$ cat src/design/loct_pkg.sv
// Shared types and constants for the LRU object cache tag store.
`default_nettype none

package loct_pkg;

  localparam int unsigned KEY_IN_W      = 32;
  localparam int unsigned SIZE_W        = 17;
  localparam int unsigned STAMP_W       = 32;
  localparam int unsigned SLOT_W        = 4;
  localparam logic [SIZE_W-1:0] MAX_OBJ_RESET = SIZE_W'(102400);

  localparam logic MODE_LOOKUP = 1'b0;
  localparam logic MODE_INSERT = 1'b1;

  typedef enum logic [3:0] {
    S_IDLE  = 4'b0001,
    S_SCAN  = 4'b0010,
    S_WRITE = 4'b0100,
    S_DONE  = 4'b1000
  } state_e;

endpackage

`default_nettype wire

$ cat src/design/loct_ram.sv
// Generic single write port, single read port RAM with registered read data.
`default_nettype none

module loct_ram #(
  parameter int unsigned WIDTH = 8,
  parameter int unsigned DEPTH = 16
) (
  input  wire logic                     clk_i,
  input  wire logic                     we_i,
  input  wire logic [$clog2(DEPTH)-1:0] waddr_i,
  input  wire logic [WIDTH-1:0]         wdata_i,
  input  wire logic [$clog2(DEPTH)-1:0] raddr_i,
  output logic      [WIDTH-1:0]         rdata_o
);

  logic [WIDTH-1:0] mem_q [DEPTH];

  always_ff @(posedge clk_i) begin
    if (we_i) begin
      mem_q[waddr_i] <= wdata_i;
    end
    rdata_o <= mem_q[raddr_i];
  end

endmodule

`default_nettype wire

$ cat src/design/lru_object_cache_tags.sv
// Top level of the fully associative LRU object cache tag store.
//
// Each transfer on the input channel is a lookup or an insert of a hashed key. The block
// scans its tag RAM one entry per cycle through a single read port, and the result of a
// lookup or insert is loaded into the output register when the item is done; an insert at
// or above the configured size limit skips the scan and goes straight to delivery. The
// input stalls while an item is at work and takes the next item in the cycle after a
// result is loaded. A finished item waits in its last state while the output register
// holds a stalled result, and a loaded result waits in the output register while the
// next item is taken.
// A hit restamps the entry with the incremented use clock; an insert fills the lowest
// empty slot or evicts the lowest-indexed entry with the smallest stamp. No clearing pass
// is needed after reset.
`default_nettype none

module lru_object_cache_tags #(
  parameter int unsigned ENTRIES   = 16,
  parameter int unsigned KEY_WIDTH = 32
) (
  input  wire logic                           clk_i,
  input  wire logic                           rst_ni,
  input  wire logic                           cfg_valid,
  output logic                                cfg_ready,
  input  wire logic [loct_pkg::SIZE_W-1:0]    cfg_data_i,
  input  wire logic                           in_valid,
  output logic                                in_stall,
  input  wire logic                           mode_i,
  input  wire logic [loct_pkg::KEY_IN_W-1:0]  key_i,
  input  wire logic [loct_pkg::SIZE_W-1:0]    obj_size_i,
  output logic                                out_valid,
  input  wire logic                           out_stall,
  output logic                                hit_o,
  output logic [loct_pkg::SLOT_W-1:0]         slot_o,
  output logic [loct_pkg::SIZE_W-1:0]         stored_size_o,
  output logic                                inserted_o,
  output logic                                evicted_o
);

  import loct_pkg::*;

  localparam int unsigned IW = $clog2(ENTRIES);
  localparam int unsigned KW = (KEY_WIDTH < KEY_IN_W) ? KEY_WIDTH : KEY_IN_W;
  localparam int unsigned WW = KW + SIZE_W + STAMP_W;
  localparam logic [IW-1:0] LAST = IW'(ENTRIES - 1);

  state_e              state_q, state_d;
  logic [SIZE_W-1:0]   max_q;
  logic [ENTRIES-1:0]  valid_q, valid_d;
  logic [STAMP_W-1:0]  clock_q, clock_d;
  logic                mode_q, mode_d;
  logic [KW-1:0]       key_q, key_d;
  logic [SIZE_W-1:0]   size_q, size_d;
  logic [IW-1:0]       idx_q, idx_d;
  logic [IW-1:0]       cmp_q, cmp_d;
  logic                issuing_q, issuing_d;
  logic                pend_q, pend_d;
  logic [IW-1:0]       slot_q, slot_d;
  logic [IW-1:0]       victim_q, victim_d;
  logic [STAMP_W-1:0]  best_q, best_d;
  logic                hit_q, hit_d;
  logic                ins_q, ins_d;
  logic                evict_q, evict_d;

  logic                out_valid_q;
  logic                out_hit_q;
  logic [SLOT_W-1:0]   out_slot_q;
  logic [SIZE_W-1:0]   out_size_q;
  logic                out_ins_q;
  logic                out_evict_q;

  logic                ram_we;
  logic [WW-1:0]       ram_wdata;
  logic [WW-1:0]       ram_rdata;
  logic [KW-1:0]       rd_key;
  logic [SIZE_W-1:0]   rd_size;
  logic [STAMP_W-1:0]  rd_stamp;
  logic [STAMP_W-1:0]  clock_inc;
  logic                older;
  logic                out_free;
  logic [IW+SLOT_W-1:0] slot_ext;

  assign rd_key    = ram_rdata[WW-1 -: KW];
  assign rd_size   = ram_rdata[STAMP_W +: SIZE_W];
  assign rd_stamp  = ram_rdata[STAMP_W-1:0];
  assign clock_inc = clock_q + STAMP_W'(1);
  assign ram_wdata = {key_q, size_q, clock_inc};
  assign older     = (cmp_q == '0) || (rd_stamp < best_q);
  assign out_free  = !out_valid_q || !out_stall;
  assign slot_ext  = {{SLOT_W{1'b0}}, slot_q};

  assign cfg_ready = 1'b1;
  assign in_stall  = (state_q != S_IDLE);

  loct_ram #(
    .WIDTH(WW),
    .DEPTH(ENTRIES)
  ) u_tag_ram (
    .clk_i  (clk_i),
    .we_i   (ram_we),
    .waddr_i(slot_q),
    .wdata_i(ram_wdata),
    .raddr_i(idx_q),
    .rdata_o(ram_rdata)
  );

  always_comb begin
    state_d   = state_q;
    valid_d   = valid_q;
    clock_d   = clock_q;
    mode_d    = mode_q;
    key_d     = key_q;
    size_d    = size_q;
    idx_d     = idx_q;
    cmp_d     = cmp_q;
    issuing_d = issuing_q;
    pend_d    = 1'b0;
    slot_d    = slot_q;
    victim_d  = victim_q;
    best_d    = best_q;
    hit_d     = hit_q;
    ins_d     = ins_q;
    evict_d   = evict_q;
    ram_we    = 1'b0;
    case (state_q)
      S_IDLE: begin
        if (in_valid) begin
          mode_d    = mode_i;
          key_d     = key_i[KW-1:0];
          size_d    = obj_size_i;
          slot_d    = '0;
          hit_d     = 1'b0;
          ins_d     = 1'b0;
          evict_d   = 1'b0;
          idx_d     = '0;
          issuing_d = 1'b1;
          if ((mode_i == MODE_INSERT) && (obj_size_i >= max_q)) begin
            state_d = S_DONE;
          end else begin
            state_d = S_SCAN;
          end
        end
      end
      S_SCAN: begin
        if (issuing_q) begin
          pend_d = 1'b1;
          cmp_d  = idx_q;
          if (idx_q == LAST) begin
            issuing_d = 1'b0;
          end else begin
            idx_d = idx_q + IW'(1);
          end
        end
        if (pend_q) begin
          if (mode_q == MODE_LOOKUP) begin
            if (valid_q[cmp_q] && (rd_key == key_q)) begin
              hit_d     = 1'b1;
              slot_d    = cmp_q;
              size_d    = rd_size;
              issuing_d = 1'b0;
              state_d   = S_WRITE;
            end else if (cmp_q == LAST) begin
              issuing_d = 1'b0;
              state_d   = S_DONE;
            end
          end else begin
            if (!valid_q[cmp_q]) begin
              slot_d    = cmp_q;
              ins_d     = 1'b1;
              issuing_d = 1'b0;
              state_d   = S_WRITE;
            end else begin
              if (older) begin
                best_d   = rd_stamp;
                victim_d = cmp_q;
              end
              if (cmp_q == LAST) begin
                slot_d    = older ? cmp_q : victim_q;
                ins_d     = 1'b1;
                evict_d   = 1'b1;
                issuing_d = 1'b0;
                state_d   = S_WRITE;
              end
            end
          end
        end
      end
      S_WRITE: begin
        ram_we           = 1'b1;
        clock_d          = clock_inc;
        valid_d[slot_q]  = 1'b1;
        state_d          = S_DONE;
      end
      S_DONE: begin
        if (out_free) begin
          state_d = S_IDLE;
        end
      end
      default: begin
        state_d = S_IDLE;
      end
    endcase
  end

  always_ff @(posedge clk_i or negedge rst_ni) begin
    if (!rst_ni) begin
      state_q     <= S_IDLE;
      max_q       <= MAX_OBJ_RESET;
      valid_q     <= '0;
      clock_q     <= '0;
      issuing_q   <= 1'b0;
      pend_q      <= 1'b0;
      out_valid_q <= 1'b0;
    end else begin
      state_q   <= state_d;
      valid_q   <= valid_d;
      clock_q   <= clock_d;
      issuing_q <= issuing_d;
      pend_q    <= pend_d;
      if (cfg_valid && cfg_ready) begin
        max_q <= cfg_data_i;
      end
      if (state_q == S_DONE && out_free) begin
        out_valid_q <= 1'b1;
      end else if (!out_stall) begin
        out_valid_q <= 1'b0;
      end
    end
  end

  always_ff @(posedge clk_i) begin
    mode_q   <= mode_d;
    key_q    <= key_d;
    size_q   <= size_d;
    idx_q    <= idx_d;
    cmp_q    <= cmp_d;
    slot_q   <= slot_d;
    victim_q <= victim_d;
    best_q   <= best_d;
    hit_q    <= hit_d;
    ins_q    <= ins_d;
    evict_q  <= evict_d;
    if (state_q == S_DONE && out_free) begin
      out_hit_q   <= hit_q;
      out_slot_q  <= slot_ext[SLOT_W-1:0];
      out_size_q  <= hit_q ? size_q : '0;
      out_ins_q   <= ins_q;
      out_evict_q <= evict_q;
    end
  end

  assign out_valid     = out_valid_q;
  assign hit_o         = out_hit_q;
  assign slot_o        = out_slot_q;
  assign stored_size_o = out_size_q;
  assign inserted_o    = out_ins_q;
  assign evicted_o     = out_evict_q;

  a_write_then_done: assert property (@(posedge clk_i) disable iff (!rst_ni)
    ram_we |=> state_q == S_DONE)
    else $error("Tag RAM write was not followed by result delivery.");

  a_clock_only_on_write: assert property (@(posedge clk_i) disable iff (!rst_ni)
    clock_q != $past(clock_q) |-> $past(state_q) == S_WRITE)
    else $error("Use clock moved outside a tag write.");

  a_hit_excludes_insert: assert property (@(posedge clk_i) disable iff (!rst_ni)
    out_valid |-> !(hit_o && inserted_o))
    else $error("Result reports both a hit and an insert.");

  a_evict_needs_insert: assert property (@(posedge clk_i) disable iff (!rst_ni)
    out_valid && evicted_o |-> inserted_o)
    else $error("Eviction reported without an insert.");

endmodule

`default_nettype wire
$ cat config.mk
export PLATFORM = sky130hd
export DESIGN_NAME = lru_object_cache_tags
export DESIGN_NICKNAME = d
export VERILOG_FILES = /design/src/design/loct_pkg.sv /design/src/design/loct_ram.sv /design/src/design/lru_object_cache_tags.sv
export SDC_FILE = /design/constraint.sdc
export NUM_CORES = 2
export LEC_CHECK = 0
export BUFFER_PORTS_ARGS = -buffer_cell sky130_fd_sc_hd__buf_2
export CELL_PAD_IN_SITES_DETAIL_PLACEMENT = 0
export CELL_PAD_IN_SITES_GLOBAL_PLACEMENT = 1
export CORE_MARGIN = 2
export CORE_UTILIZATION = 35
export DETAILED_ROUTE_END_ITERATION = 12
export GPL_ROUTABILITY_DRIVEN = 0
export GPL_TIMING_DRIVEN = 0
export HOLD_SLACK_MARGIN = 0.05
export PLACE_DENSITY_LB_ADDON = 0.1
export SLEW_MARGIN = 0
export SYNTH_ARGS = -nofsm -noshare
export SYNTH_HDL_FRONTEND = slang
export SYNTH_SLANG_ARGS = --single-unit
$ cat constraint.sdc
create_clock -name clk_i -period 6.9 [get_ports clk_i]
set_input_delay 1.38 -clock clk_i [delete_from_list [all_inputs] [get_ports clk_i]]
set_output_delay 1.38 -clock clk_i [all_outputs]
set_load 0.005 [all_outputs]
==> Flow_metrics.wiki <==
{| class="wikitable"
! Metric !! Value
|-
| FF-to-FF path depth || 7
|-
| Upper clock frequency limit || 0.216 GHz
|-
| Number of cells on the worst hold path || 0
|-
| Min Clock Period, post-route || 4640 ps
|-
| Part of the power in the clock network || 0.340
|-
| Maximum level of the CTS H-tree || 4
|-
| Clock Sink Count || 1574
|-
| Number of cells on the critical path || 7
|-
| Max transition margin || 0.0114
|-
| Standby leakage power || 25.2 nW
|-
| Global-route wire length before repair || 238000 um
|-
| Synthesis Warnings || 0
|-
| Final setup slack of the worst path || 2260 ps
|-
| Pwr Total || 26.2 mW
|-
| Post-synthesis instance area || 60400 um2
|-
| Net count of the finished layout || 3779
|-
| Mean area per synthesized cell || 18.3 um2
|-
| # port buffers || 97
|-
| Clock tree root buffer cell || sky130_fd_sc_hd__clkbuf_16
|-
| Vias per cell || 5.13
|-
| Switching power total || 7.83 mW
|-
| Slowest-stage cell, CP || sky130_fd_sc_hd__clkbuf_1
|-
| Kind of path behind the tightest hold check || reg2reg
|-
| Floorplan die width || 419 um
|-
| Area grow syn2layout || 17.9%
|-
| Antenna violations before repair || 5
|-
| Yosys reg bits || 1574
|-
| Iteration-0 DRC count of the detailed router || 2540
|-
| Net count after synthesis || 3421
|-
| Router iterations before antenna repair || 5
|-
| Synthesized instance count || 3299
|-
| Area of the die || 176000 um2
|-
| Starting density of the core || 0.352
|-
| Setup skew after layout || 26.3 ps
|-
| Setup Fix Bufs, Post-CTS || 0
|-
| Slew at the pin with the worst max-slew slack || 1480 ps
|-
| RSZ-0062 raised after global routing || false
|-
| Pins Over Slew Limit || 0
|-
| Sum of routed wire length over all layers || 167000 um
|-
| Startpoint type of the worst setup path || flop
|-
| Share of the synthesized area in the top cell type || 0.706
|-
| Vias post-DR || 31300
|-
| Pre-CTS setup slack || 2200 ps
|-
| Part of the total power dissipated in combinational logic || 0.203
|-
| Maximum number of pins on one net before global-route repair || 56
|-
| Final hold vios || 0
|-
| WP data required || 7520 ps
|-
| Fraction of layout instances using a drive strength above 1 || 0.198
|-
| Worst path buffer plus inverter count || 3
|-
| PwrDens || 367 nW/um2
|-
| TritonCTS clock tree || yes
|-
| Count of nets left with antenna violations after detail routing || 0
|-
| Cell internal power dissipation || 18.3 mW
|-
| Number of gates given a new drive strength after cts || 0
|-
| Remaining global-route overflow || 0
|-
| Count of non-filler cells in the finished layout || 6109
|-
| Power share of the sequential group || 0.457
|-
| Clk_lat worst skew || 800 ps
|-
| Fraction of synthesis flops using an asynchronous set or reset pin || 0.0457
|-
| Placeable core region || 172000 um2
|-
| FP Rows || 152
|-
| Most frequent cell on the critical path || sky130_fd_sc_hd__clkbuf_1
|-
| Distinct cells, synth || 61
|-
| Count of flip-flops with a built-in enable after synthesis || 1421
|-
| Fillers || 15300
|-
| Result of the run || finished clean
|-
| Sw Ratio || 0.299
|-
| Global-route usage over all layers || 0.190
|-
| Part of the Yosys area used for sequential elements || 0.763
|-
| Category of the critical setup timing path || reg2reg
|-
| Post-synthesis cell type with the largest combined area || sky130_fd_sc_hd__edfxtp_1
|-
| Data arrival time of the worst path || 5250 ps
|-
| Main area contributors after synthesis || sky130_fd_sc_hd__edfxtp_1, sky130_fd_sc_hd__mux4_2, sky130_fd_sc_hd__mux2i_1, sky130_fd_sc_hd__dfrtp_1, sky130_fd_sc_hd__dfxtp_1
|-
| Number of hold-repair buffers added at the cts stage || 0
|-
| Top_reg_cell synth || sky130_fd_sc_hd__edfxtp_1
|-
| Clock transition at the registers of the reported paths || 60 ps
|-
| Dominant delay contributor by cell family on the critical path || buffers and inverters
|-
| Routed wire length per instance || 27.4 um
|-
| Top Ports || 99
|-
| CTS Buf Count || 171
|-
| HPWL after DPL || 110000 um
|-
| Tcrit/Tclk final || 0.672
|-
| Element type at the critical path end || flop
|-
| Peak supply drop || 0.281 mV
|-
| Number of design rule violations left after detail routing || 0
|-
| Number of failing setup endpoints in the final timing report || 0
|-
| Number of global-route vias before repair || 32900
|-
| Crit-path max FO || 11
|-
| Peak per-stage delay on the critical path || 1030 ps
|-
| Reported max-cap violation count || 0
|-
| Vertical die dimension || 419 um
|-
| Max clock buf depth || 3
|-
| Cell breakdown of the critical path || clkbuf_1 > and2_1 > clkbuf_1 > clkbuf_1 > a21oi_1 > a22oi_1 > nand2_1
|-
| Placed instance count || 5793
|}
==> layout make-up <==
cell class                 count  area (um2)  area share
inverter                      56         210     0.00295
buffer                       156         636     0.00892
timing repair buffer         185        2270      0.0319
sequential                  1574       46100       0.647
multi-input combinational   1513       13700       0.192
clock buffer                 232        4700      0.0660
clock inverter                81         738      0.0104
tap                         2310        2890      0.0406
antenna                        2        5.00   0.0000703
==> final timing paths <==
| path | from | to | slack [ps] |
|---|---|---|---|
| worst max-delay path | idx_q[1]$_SDFFCE_PN0P_ | u_tag_ram.rdata_o[17]$_DFF_P_ | 2260 |
| worst min-delay path | u_tag_ram.rdata_o[0]$_DFF_P_ | best_q[0]$_DFFE_PP_ | 440 |
| worst max register to register | idx_q[1]$_SDFFCE_PN0P_ | u_tag_ram.rdata_o[17]$_DFF_P_ | 2260 |
| worst min register to register | u_tag_ram.rdata_o[0]$_DFF_P_ | best_q[0]$_DFFE_PP_ | 440 |
| max in group asynchronous | rst_ni | clock_q[2]$_DFFE_PN0P_ | 5760 |
| min in group asynchronous | rst_ni | max_q[2]$_DFFE_PN0P_ | 480 |
==> power groups by stage <==
stage,combinational (mW),clock [mW],sequential (mW)
floorplan,3.21,0,11.9
global placement,5.33,0,12.1
detailed placement,5.42,0,12.2
CTS,5.44,9.14,12.0
global route,5.73,9.48,12.0
finish,5.30,8.90,12.0
==> per-layer routing <==
metal	vias up	track usage	wire, um
li1	13900	-	-
met1	16500	0.247	71700
met2	690	0.338	86000
met3	245	0.0257	5990
met4	0	0.0455	3460
met5	-	0	0
==> cell usage in the layout (no fill, tap or decap), drive strengths merged, types with 68 or more instances in the layout <==
master,instances
nand2,191
a21oi,107
mux2,86
a221oi,81
a22oi,81
dfxtp,81
edfxtp,1421
mux4,166
buf,244
o21ai,189
dfrtp,68
clkbuf,329
mux2i,245
==> metrics by stage <==
stage | utilization | instance area, um2 | TNS, ps | hold WS (ps)
after floorplan | - | 60400 | 0 | 400
after global placement | 0.372 | 63800 | -6187880 | 417
after detailed placement | 0.383 | 65700 | 0 | 415
after CTS | 0.415 | 71200 | 0 | 419
after global routing | 0.415 | 71200 | 0 | 442
final | 0.415 | 71200 | 0 | 437
==> cells in the mapped netlist, types with 3 or more instances <==
master / number
sky130_fd_sc_hd__a31oi_1: 3
sky130_fd_sc_hd__edfxtp_1: 1421
sky130_fd_sc_hd__nand3b_1: 3
sky130_fd_sc_hd__a22oi_1: 81
sky130_fd_sc_hd__dfstp_2: 4
sky130_fd_sc_hd__nand2b_1: 5
sky130_fd_sc_hd__mux2_1: 3
sky130_fd_sc_hd__mux2_2: 82
sky130_fd_sc_hd__nor3_1: 15
sky130_fd_sc_hd__buf_1: 31
sky130_fd_sc_hd__ha_1: 50
sky130_fd_sc_hd__a21oi_1: 107
sky130_fd_sc_hd__inv_1: 56
sky130_fd_sc_hd__xnor2_1: 34
sky130_fd_sc_hd__o221a_2: 3
sky130_fd_sc_hd__mux2i_1: 245
sky130_fd_sc_hd__mux4_1: 4
sky130_fd_sc_hd__nor2b_1: 4
sky130_fd_sc_hd__nor2_1: 58
sky130_fd_sc_hd__dfxtp_1: 81
sky130_fd_sc_hd__nor4_1: 11
sky130_fd_sc_hd__a221oi_1: 81
sky130_fd_sc_hd__o21ai_0: 189
sky130_fd_sc_hd__clkbuf_1: 95
sky130_fd_sc_hd__nand4_1: 22
sky130_fd_sc_hd__mux4_2: 162
sky130_fd_sc_hd__a21o_1: 6
sky130_fd_sc_hd__dfrtp_1: 68
sky130_fd_sc_hd__or2_2: 17
sky130_fd_sc_hd__and3_1: 4
sky130_fd_sc_hd__and2_1: 19
sky130_fd_sc_hd__nand3_1: 21
sky130_fd_sc_hd__buf_2: 28
sky130_fd_sc_hd__xor2_1: 62
sky130_fd_sc_hd__nand2_1: 191
==> registers in the layout (all words and copies together) (netlist names), 16 cells and up <==
name,count
size_q,17
key_q,32
valid_q,16
u_tag_ram.rdata_o,81
u_tag_ram.mem_q,1296
stored_size_o,17
clock_q,32
best_q,32
max_q,17
==> logic make-up (layout without fill, tap and decap cells) <==
kind of cell / count (synthesis) / after routing / share of synthesized area
xor+xnor: 96 / 96 / 0.0139
compound gates: 489 / 489 / 0.0511
mux: 497 / 497 / 0.119
fa+ha+maj: 50 / 50 / 0.0104
buf+inv: 212 / 710 / 0.0139
simple gates: 380 / 380 / 0.0288
other cells: 1 / 3 / 0.0000621
flops: 1574 / 1574 / 0.763
No activity file was read; power rests on OpenSTA's default activity.
